**config.mk**
```make
export PLATFORM = sky130hd
export DESIGN_NAME = ect_digit_split
export DESIGN_NICKNAME = d
export VERILOG_FILES = /design/src/rtl/core/ect_pkg.sv /design/src/rtl/core/ect_digit_split.sv
export SDC_FILE = /design/constraint.sdc
export NUM_CORES = 1
export LEC_CHECK = 0
export BUFFER_PORTS_ARGS = -buffer_cell sky130_fd_sc_hd__buf_2
export CAP_MARGIN = 5
export CORE_MARGIN = 4
export CORE_UTILIZATION = 40
export DETAILED_ROUTE_END_ITERATION = 12
export SETUP_SLACK_MARGIN = 0.4
export SYNTH_ARGS = -nofsm -noshare
export SYNTH_HDL_FRONTEND = slang
export SYNTH_SLANG_ARGS = --single-unit
```
**constraint.sdc**
```tcl
create_clock -name vclk -period 12.2
set_input_delay 0.61 -clock vclk [all_inputs]
set_output_delay 0.61 -clock vclk [all_outputs]
set_load 0.02 [all_outputs]
```
**src/rtl/core/ect_pkg.sv**
```systemverilog
// Package for the exposure countdown timer core.
// Holds widths, reset values, input and sound codes and the register map.
// No dependencies; every other file in rtl/core imports it.
`timescale 1ns / 1ps
`default_nettype none

package ect_pkg;

    // Timing base: ticks in one displayed second.
    localparam int TICKS_PER_SECOND = 100;

    // Field widths.
    localparam int SEC_W   = 7;
    localparam int SUB_W   = (TICKS_PER_SECOND > 1) ? $clog2(TICKS_PER_SECOND) : 1;
    localparam int DIGIT_W = 4;
    localparam int BTN_W   = 2;

    // Divide-by-ten by reciprocal: (x * 205) >> 11 is exact for x below 1029.
    localparam int DIV10_MUL   = 205;
    localparam int DIV10_SHIFT = 11;
    localparam int PROD_W      = SEC_W + 8;

    // Reset values.
    localparam logic [SEC_W-1:0] RESET_SETPOINT    = SEC_W'(57);
    localparam logic [SEC_W-1:0] RESET_MAX_SECONDS = SEC_W'(100);

    // Item op codes.
    localparam logic OP_TICK  = 1'b0;
    localparam logic OP_PRESS = 1'b1;

    // Button codes.
    localparam logic [BTN_W-1:0] BTN_DEC   = 2'd0;
    localparam logic [BTN_W-1:0] BTN_START = 2'd1;
    localparam logic [BTN_W-1:0] BTN_INC   = 2'd2;

    // Sound event codes.
    typedef enum logic [1:0] {
        SND_NONE  = 2'd0,
        SND_START = 2'd1,
        SND_ABORT = 2'd2,
        SND_ALARM = 2'd3
    } t_sound;

    // Register map.
    localparam int                  APB_ADDR_W      = 3;
    localparam int                  APB_DATA_W      = 32;
    localparam logic                REG_MAX_SECONDS = 1'b0;

endpackage

`default_nettype wire

```
**src/rtl/core/ect_digit_split.sv**
```systemverilog
// Splits a whole-second count into tens and units display digits.
// Depends on ect_pkg for widths and the divide-by-ten reciprocal.
`timescale 1ns / 1ps
`default_nettype none

module ect_digit_split
    import ect_pkg::*;
(
    input  wire logic [SEC_W-1:0]   i_secs,
    output logic      [DIGIT_W-1:0] o_tens,
    output logic      [DIGIT_W-1:0] o_units
);

    logic [PROD_W-1:0] w_prod;
    logic [SEC_W-1:0]  w_tens_full;
    logic [SEC_W-1:0]  w_tens_x10;

    // tens = secs / 10 through a constant reciprocal
    assign w_prod      = PROD_W'(i_secs) * PROD_W'(DIV10_MUL);
    assign w_tens_full = SEC_W'(w_prod >> DIV10_SHIFT);
    assign w_tens_x10  = SEC_W'(w_tens_full * SEC_W'(10));

    assign o_tens  = DIGIT_W'(w_tens_full);
    assign o_units = DIGIT_W'(i_secs - w_tens_x10);

endmodule

`default_nettype wire

```
-- After elaboration in Yosys (flattened, before gate mapping)
Index checks and enable logic that the tools add are counted.
- $add $sub $neg: 1
- multipliers: 2
- divide/modulo/power cells: 0
- $lt $le $gt $ge: 0
- equal/unequal tests: 0
- shift-type cells: 0
- multiplexer cells: 0
- bitwise logic cells: 0
- reduce and logical (&&, ||, !) cells: 0
- operators by type and width (operator ; count):
    7-bit by 8-bit multiplier with 15-bit output, second input constant ; 1
    4-bit by 3-bit multiplier with 3-bit output, second input constant ; 1
    4-bit subtractor ; 1
- register bits after elaboration: 0
- bits in latches: 0
- RAM bits: 0
- ROM bits: 0
- logic and storage cells: 3
- memories: 0

-- Logic depth before layout (Yosys ltp)
Gate-level depths: netlist (run 1).
- depth in word-level cells: 3
- mapped depth: 17
- gate-level depth less buffers: 16

-- Worst setup path before layout (run 1)
OpenSTA, ideal clock, no wires.
- path type: input-to-output
- start point: input port i_secs[4]
- end point: output port o_units[3]
- arrival: 4.917 ns
- data required time: 11.590 ns
- slack: 6.673 ns
- stages: 17
- buffers on the path: 1
- path through: ha_1 -> fa_1 -> ha_1 -> inv_1 -> fa_1 -> inv_1 -> ha_1 -> a21oi_1 -> nor2_1 -> or4_1 -> buf_2 -> xor2_1 -> ha_1 -> fa_1 -> xor2_1 -> xnor3_1 -> xnor2_1
- word-level cells in the longest chain between the ends: 3
- ends and longest elaborated chain (item ; RTL line ; text):
    start, declared ; ect_digit_split.sv:9 ; input wire logic [SEC_W-1:0] i_secs,
    7-bit by 8-bit multiplier with 15-bit output ; ect_digit_split.sv:19 ; assign w_prod = PROD_W'(i_secs) * PROD_W'(DIV10_MUL);
    via o_tens[0] ; ect_digit_split.sv:10 ; output logic [DIGIT_W-1:0] o_tens,
    4-bit by 3-bit multiplier with 3-bit output ; ect_digit_split.sv:21 ; assign w_tens_x10 = SEC_W'(w_tens_full * SEC_W'(10));
    4-bit subtractor ; ect_digit_split.sv:24 ; assign o_units = DIGIT_W'(i_secs - w_tens_x10);
    end, declared ; ect_digit_split.sv:11 ; output logic [DIGIT_W-1:0] o_units
The timed path passes the listed nets, and every way through them passes these cells.

-- Final worst setup path (run 1)
- start point: input port i_secs[4]
- end point: output port o_units[3]
- word-level cells in the longest chain between the ends: 3
- ends and longest elaborated chain (item ; RTL line):
    7-bit by 8-bit multiplier with 15-bit output ; ect_digit_split.sv:19
    4-bit by 3-bit multiplier with 3-bit output ; ect_digit_split.sv:21
    4-bit subtractor ; ect_digit_split.sv:24
Every way passes these cells.

==> results of run 1 <==
## power by group through the flow
stage	Combinational [mW]	Sequential [mW]	Clock (mW)
final	0.144	0	0
after global routing	0.163	0	0
after CTS	0.148	0	0
after detailed placement	0.148	0	0
after global placement	0.144	0	0
after floorplan	0.111	0	0
## path summary, 6_finish.rpt
path      start          to  slack, ns  cells after the start
min   i_secs[0]  o_units[0]       1.50                      2
max   i_secs[4]  o_units[3]       6.50                     18
## synthesized netlist by cell type
| master | number |
|---|---|
| ha_1 | 35 |
| inv_1 | 23 |
| fa_1 | 9 |
| a21oi_1 | 3 |
| nor2_1 | 3 |
| xnor2_1 | 3 |
| xor2_1 | 3 |
| nand2_1 | 2 |
| nand3_1 | 2 |
| a21oi_2 | 1 |
| a221o_1 | 1 |
| a221oi_2 | 1 |
| a41oi_1 | 1 |
| and3_1 | 1 |
| buf_2 | 1 |
| buf_4 | 1 |
| nor2b_1 | 1 |
| nor3_1 | 1 |
| nor3b_1 | 1 |
| o21ai_0 | 1 |
| o41ai_1 | 1 |
| or2_2 | 1 |
| or4_1 | 1 |
| xnor3_1 | 1 |
## cell families after synthesis
family                   Yosys count  share of synthesized area
AO/OA/AOI/OAI                      9                     0.0766
buffers and inverters             25                      0.106
XOR/XNOR                           7                     0.0807
adder cells (fa/ha/maj)           44                      0.664
AND/OR/NAND/NOR                   13                     0.0726
## metal layers
layer | vias up | global-route usage | wire length [µm]
li1 | 355 | - | -
met1 | 317 | 0.130 | 703
met3 | 0 | 0.00232 | 40
met4 | 0 | 0 | 0
met2 | 7 | 0.219 | 797
met5 | - | 0 | 0
## through the flow
| stage | hold WS, ns | worst slack [ns] | cells | util | area [µm²] |
|---|---|---|---|---|---|
| after floorplan | 1.33 | 6.67 | 98 | - | 931 |
| after global placement | 1.50 | 6.52 | 139 | 0.465 | 1030 |
| after detailed placement | 1.50 | 6.45 | 139 | 0.465 | 1030 |
| after CTS | 1.50 | 6.45 | 139 | 0.465 | 1030 |
| after global routing | 1.51 | 6.24 | 139 | 0.465 | 1030 |
| final | 1.50 | 6.50 | 139 | 0.465 | 1030 |
## final cells by class
class	instances	area, µm²	area share
Multi-Input combinational cell	73	832	0.809
Timing Repair Buffer	15	75.1	0.0730
Tap cell	28	35.0	0.0341
Inverter	23	86.3	0.0839
==> results.txt, run 1 <==
Setup-failing EPs final = 0
Synthesized cell area = 931 µm²
Post-CTS Setup Bufs = 0
Yosys cell types = 24
Drt initial violations = 1
Leak = 0.621 nW
Number of remaining DRC errors = 0
Sw Pwr = 0.0837 mW
Synth top area share = 0.470
Sw Ratio = 0.579
Most frequent cells in the layout = ha_1 (35), inv_1 (23), buf_2 (15), fa_1 (9)
Yosys warnings = 0
Setup crit end kind = output pin
Final Hold Vio Count = 0
Arrival @ worst endpoint = 5.09 ns
Status = finished clean
Num ports = 15
Commonest non-fill, non-tap cell in the layout = ha_1
Sequential Area = 0 µm²
Share of cells above drive strength 1 = 0.162
Die width = 56.2 µm
Post-DR wirelength/cell = 11.1 µm
Synth area leader = ha_1
Power per cell area = 140 nW/µm²
Most area-consuming cells after synthesis = ha_1 (47%), fa_1 (19%), inv_1 (9.3%), xnor2_1 (2.8%), xor2_1 (2.8%)
Final worst path period need = 5.70 ns
Comb pwr share = 1.000
Antenna diode count = 0
Crit share post-route = 0.467
RSZ-0062 raised after global routing = no
Clock Power Share = 0
HPWL after DPL = 1490 µm
Hold Path Class = in2out
Vert. Die Dim = 56.2 µm
Row count = 17
Final wirelength = 1540 µm
Initial core utilization = 0.421
Via count = 679
Fillers = 219
DRT Pass-1 Iters = 2
Crit-path most repeated cell = ha_1
Pin count of the biggest net entering global routing = 7
Internal power = 0.0608 mW
Final Slew Violations = 0
First-pass GRT wire length = 2870 µm
Global route total overflow = 0
Cells along the critical path = buf_2 -> ha_1 -> fa_1 -> ha_1 -> inv_1 -> fa_1 -> inv_1 -> ha_1 -> a21oi_1 -> nor2_1 -> or4_1 -> xor2_1 -> ha_1 -> fa_1 -> xor2_1 -> xnor3_1 -> xnor2_1 -> buf_2
Hold_buf cts = 0
Vias in the first global route = 725
Core Region = 2210 µm²
Max stage delay on crit path = 0.62 ns
Setup_tns = 0 ns
Slowest-stage cell, CP = or4_1
Register area share after synthesis = 0
Fmax = 0.175 GHz
Critical path class = in2out
Maximum vdd drop = 0.000134 V
Rel. slew slack = 0.764
Clock buf count = 0
Post-synthesis average cell area = 9.50 µm²
Startpoint Class = primary input
Cells after synthesis = 98
Least-Margin Pin Slew = 0.350 ns
Worst path required time = 11.59 ns
CP bufs+invs = 4
Post-CTS Resized = 0
Seq pwr share = 0
DR vias/cell = 4.88
Antenna violations before repair = 0
Final GP Congestion = 0.757
Die area = 3160 µm²
Layout Nets = 164
Antenna-violating nets left = 0
Synth Net Count = 149
P&R area growth vs syn = 10.5%
Crit-path max FO = 5
Total Routing Usage GR = 0.107
Crit-path leading delay family = adder cells
Total Power = 0.144 mW
Max cap viols = 0
Flip-flop and latch count = 0
Port bufs = 15
No activity file was read; power rests on OpenSTA's default activity.
==> inputs of run 2 (changes only) <==
Clock period 12.2 ns to 4.8 ns, I/O delays scaled along.
==> run 2 against run 1 <==
- non-clock buffer count rose by 23
- critical path depth fell by 1
- combinational power rose to 3.7 times the previous value
- largest power group unchanged
- setup slack got worse by 6.3 ns
- largest cell class unchanged
- via count rose by 16%
- global-route usage rose by 4.3 points
- total power rose to 3.7 times the previous value
==> results.txt, run 2 (same netlist as run 1, synthesis figures left out) <==
Layout Nets = 187 (+14%)
Post-Place Worst Slack = -0.0798 ns (-6.53 ns)
Worst Slack Setup Final = 0.166 ns (-6.33 ns)
Worst path required time = 4.56 ns (-7.03 ns)
P&R area growth vs syn = 53.6%
Number of remaining DRC errors = 0 (unchanged)
Final worst path period need = 4.63 ns
Flip-flop and latch count = 0 (unchanged)
Via count = 785 (+16%)
Final wirelength = 2140 µm (+39%)
Maximum vdd drop = 0.000411 V (+210%)
Setup crit end kind = output pin
Fillers = 176 (-20%)
Startpoint Class = primary input
Least-Margin Pin Slew = 0.388 ns (+0.0381 ns)
Crit-path max FO = 3 (-2)
Setup-failing EPs final = 0 (unchanged)
Total Routing Usage GR = 0.150 (+0.0427)
Num ports = 15 (unchanged)
Critical path class = in2out
Final Hold Vio Count = 0 (unchanged)
Die area = 3160 µm² (unchanged)
Share of cells above drive strength 1 = 0.485 (+0.323)
First-pass GRT wire length = 3930 µm (+37%)
Post-DR wirelength/cell = 13.2 µm (+19%)
Antenna-violating nets left = 0 (unchanged)
Power per cell area = 376 nW/µm² (+170%)
Core Region = 2210 µm² (unchanged)
Initial core utilization = 0.421 (unchanged)
Clock buf count = 0 (unchanged)
Max cap viols = 0 (unchanged)
Row count = 17 (unchanged)
Port bufs = 15 (unchanged)
Status = finished clean
Antenna diode count = 0 (unchanged)
HPWL after DPL = 1660 µm (+11%)
Pin count of the biggest net entering global routing = 7 (unchanged)
DR vias/cell = 4.85 (-0.80%)
Global route total overflow = 0 (unchanged)
Leak = 0.765 nW (+23%)
Vert. Die Dim = 56.2 µm (unchanged)
Crit share post-route = 0.965
Fmax = 0.216 GHz
Vias in the first global route = 874 (+21%)
Final GP Congestion = 0.749 (-1.0%)
Arrival @ worst endpoint = 4.39 ns (-0.70 ns)
Hold Path Class = in2out
Sequential Area = 0 µm² (unchanged)
Post-DP Area = 1190 µm² (+16%)
WHS = 0.752 ns (-0.747 ns)
Final Instance Area = 1430 µm² (+39%)
Final Slew Violations = 0 (unchanged)
Rel. slew slack = 0.741 (-0.0223)
Hold_buf cts = 0 (unchanged)
Most frequent cells in the layout = ha_1 (24), buf_4 (24), inv_1 (21), buf_2 (11), ha_4 (10)
Die width = 56.2 µm (unchanged)
Antenna violations before repair = 0 (unchanged)
Drt initial violations = 8 (+7)
DRT Pass-1 Iters = 4 (+2)
RSZ-0062 raised after global routing = yes
## run 2: cell count changes in the layout (fill, tap and decap cells not counted), sizes merged
cell / before / now
buf: 15 / 38
## run 2: where the power goes
part | leakage (nW) | internal, mW | total [mW] | switching [mW]
combinational | 0.765 | 0.264 | 0.538 | 0.273
sequential | 0 | 0 | 0 | 0
clock | 0 | 0 | 0 | 0
## run 2: cell type report
class	instances	area (µm²)	share of cell area
Tap cell	28	35.0	0.0245
Inverter	23	86.3	0.0604
Multi-Input combinational cell	73	1030	0.722
Timing Repair Buffer	38	277	0.193
## run 2: path summary, 6_finish.rpt
check	start	to	slack (ns)	cells past startpoint
worst max-delay path	i_secs[2]	o_units[3]	0.17	17
worst min-delay path	i_secs[0]	o_units[0]	0.75	2
## run 2: through the flow
step	utilization	TNS, ns	total power, mW	cells
2_1_floorplan	-	0	0.332	98
3_3_place_gp	0.538	-0.0296	0.430	151
3_5_place_dp	0.538	-0.0798	0.444	151
4_1_cts	0.640	0	0.526	162
5_1_grt	0.646	0	0.599	162
6_report	0.646	0	0.538	162
## run 2: routing by layer
metal	part of all wire	routed length [µm]	GRT usage	vias to the layer above
li1	-	-	-	403
met1	0.42	895	0.186	368
met2	0.55	1180	0.282	10
met3	0.016	35	0.00232	4
met4	0.014	29	0.0373	0
met5	0	0	0	-
## run 2: critical path, cell delays in order
cell     delay, ns
buf_2         0.14
ha_4          0.25
ha_1          0.18
or2_2         0.28
fa_1          0.44
ha_1          0.31
ha_1          0.31
nor2b_1       0.18
or4_4         0.52
buf_6         0.15
xor2_4        0.15
ha_4          0.18
fa_2          0.33
xor2_1        0.15
xnor3_1       0.28
xnor2_2       0.14
buf_4         0.15
## run 2: repair_timing
| item | 4_1_cts | 5_1_grt |
|---|---|---|
| endpoints found under the setup margin | 1 | 3 |
| setup buffers | 11 | 0 |
| cloned | 0 | 0 |
| gates resized for setup | 23 | 4 |
| pin swaps | 15 | 6 |
==> inputs of run 3 (changes only) <==
Settings changed: BUFFER_PORTS_ARGS -buffer_cell sky130_fd_sc_hd__buf_2 to -buffer_cell sky130_fd_sc_hd__buf_4, CELL_PAD_IN_SITES_DETAIL_PLACEMENT set to 1, CELL_PAD_IN_SITES_GLOBAL_PLACEMENT set to 2, CORE_UTILIZATION 40 to 34, PLACE_DENSITY_LB_ADDON set to 0.1.
==> run 3 against run 2 <==
- largest cell class unchanged
- combinational power down 3%
- total power shrank 2.8%
- fmax grew 1.9%
- non-clock buffer count down 12
- core utilization fell by 13 points
- first-iteration DRC count is 100% higher
- count of clock-buffer cells in the layout stayed put
==> results.txt, run 3 (same netlist as run 1, synthesis figures left out) <==
P&R area growth vs syn = 42.5%
Antenna-violating nets left = 0 (unchanged)
Met2 routed WL = 1020 µm (-14%)
Startpoint Class = primary input
Arrival @ worst endpoint = 4.31 ns (-0.08 ns)
Share of cells above drive strength 1 = 0.393 (-0.0916)
Finished Layout Cells = 152 (-6.2%)
Vert. Die Dim = 60.3 µm (+7.3%)
Row count = 18 (+1)
Flip-flop and latch count = 0 (unchanged)
Final Hold Vio Count = 0 (unchanged)
Slowest-stage cell, CP = or4_4
Cells along the critical path = buf_4 -> ha_4 -> ha_1 -> or2_2 -> fa_1 -> ha_1 -> ha_4 -> nor2b_1 -> or4_4 -> xor2_4 -> ha_2 -> fa_2 -> xor2_1 -> xnor3_1 -> xnor2_2 -> buf_4
Pin count of the biggest net entering global routing = 7 (unchanged)
Crit-path max FO = 3 (unchanged)
Placed insts = 151 (unchanged)
Final worst path period need = 4.55 ns (-0.0849 ns)
Num ports = 15 (unchanged)
Final Slew Violations = 0 (unchanged)
Max Used Layer = met3
CP bufs+invs = 2 (-1)
Die area = 3640 µm² (+15%)
Fin util = 0.521 (-0.125)
Setup_tns = 0 ns (unchanged)
Number of remaining DRC errors = 0 (unchanged)
HPWL after DPL = 1850 µm (+12%)
Post-Place Worst Slack = -0.172 ns (-0.0924 ns)
Min-delay src = i_secs[0]
Met3 wire length = 31 µm (-11%)
Core Region = 2540 µm² (+15%)
DR vias/cell = 4.82 (-0.62%)
Critical path class = in2out
Antenna violations before repair = 0 (unchanged)
Setup-failing EPs final = 0 (unchanged)
End of the worst hold path = o_units[0]
Initial core utilization = 0.366 (-0.0550)
DRT Pass-1 Iters = 2 (-2)
Worst path required time = 4.56 ns (about the same)
Power per cell area = 394 nW/µm² (+4.9%)
Drt initial violations = 16 (+8)
Least-Margin Pin Slew = 0.380 ns (-0.00810 ns)
Final GP Congestion = 0.745 (-0.51%)
Rel. slew slack = 0.743 (+0.00209)
Fillers = 286 (+63%)
Number of cells on the worst hold path = 2 (unchanged)
Die width = 60.3 µm (+7.3%)
Most frequent cells in the layout = buf_4 (26), ha_1 (25), inv_1 (22), ha_4 (9), fa_1 (8)
Setup crit end kind = output pin
Final wirelength = 1940 µm (-9.5%)
Port bufs = 15 (unchanged)
Hold_buf cts = 0 (unchanged)
Fmax = 0.220 GHz (+1.9%)
Maximum vdd drop = 0.000499 V (+22%)
Commonest non-fill, non-tap cell in the layout = buf_4
Leak = 0.700 nW (-8.5%)
Worst Slack Setup Final = 0.251 ns (+0.0849 ns)
Clock buf count = 0 (unchanged)
Status = finished clean
First-pass GRT wire length = 3440 µm (-13%)
Max stage delay on crit path = 0.58 ns (+0.06 ns)
Antenna diode count = 0 (unchanged)
Total Routing Usage GR = 0.122 (-0.0276)
Hold Path Class = in2out
Vias in the first global route = 749 (-14%)
Crit-path leading delay family = adder cells
Post-DR wirelength/cell = 12.8 µm (-3.6%)
Global route total overflow = 0 (unchanged)
Via count = 732 (-6.8%)
WL met1 = 891 µm (-0.45%)
Layout Nets = 175 (-6.4%)
Crit share post-route = 0.948 (-0.0177)
Sequential Area = 0 µm² (unchanged)
Max cap viols = 0 (unchanged)
RSZ-0062 raised after global routing = yes
run 3: worst max path at each step:
stage | start | end | slack [ns] | cells past startpoint
after detailed placement | i_secs[2] | o_units[3] | -0.17 | 17
after global placement | i_secs[4] | o_units[3] | -0.08 | 18
after floorplan | i_secs[4] | o_units[3] | 0.23 | 17
after global routing | i_secs[5] | o_units[3] | 0.09 | 18
final | i_secs[2] | o_units[3] | 0.25 | 16
after CTS | i_secs[4] | o_units[3] | 0.18 | 18
run 3: timing repair:
item	in CTS	in global routing
resized for setup	12	0
endpoints found under the setup margin	2	1
setup buffers	1	0
pin swaps	12	2
run 3: layer usage:
metal,vias to the layer above,track usage
met5,-,0
met4,0,0
met3,0,0
met2,5,0.230
met1,349,0.166
li1,378,-
run 3: stage by stage:
step	cell area (µm²)	hold slack (ns)	total power [mW]
after global routing	1330	0.722	0.581
after floorplan	1010	0.593	0.332
final	1330	0.709	0.523
after global placement	1220	0.709	0.472
after CTS	1330	0.714	0.534
after detailed placement	1220	0.711	0.483
run 3: area by class of cell:
type,instances,area [µm²],share of cell area
tap,30,37.5,0.0283
multi-input combinational,73,1010,0.759
inverter,23,86.3,0.0651
timing repair buffer,26,195,0.147
run 3: where the power goes:
part	switching [mW]	internal [mW]	leakage, nW
Combinational	0.260	0.263	0.700
Clock	0	0	0
Sequential	0	0	0
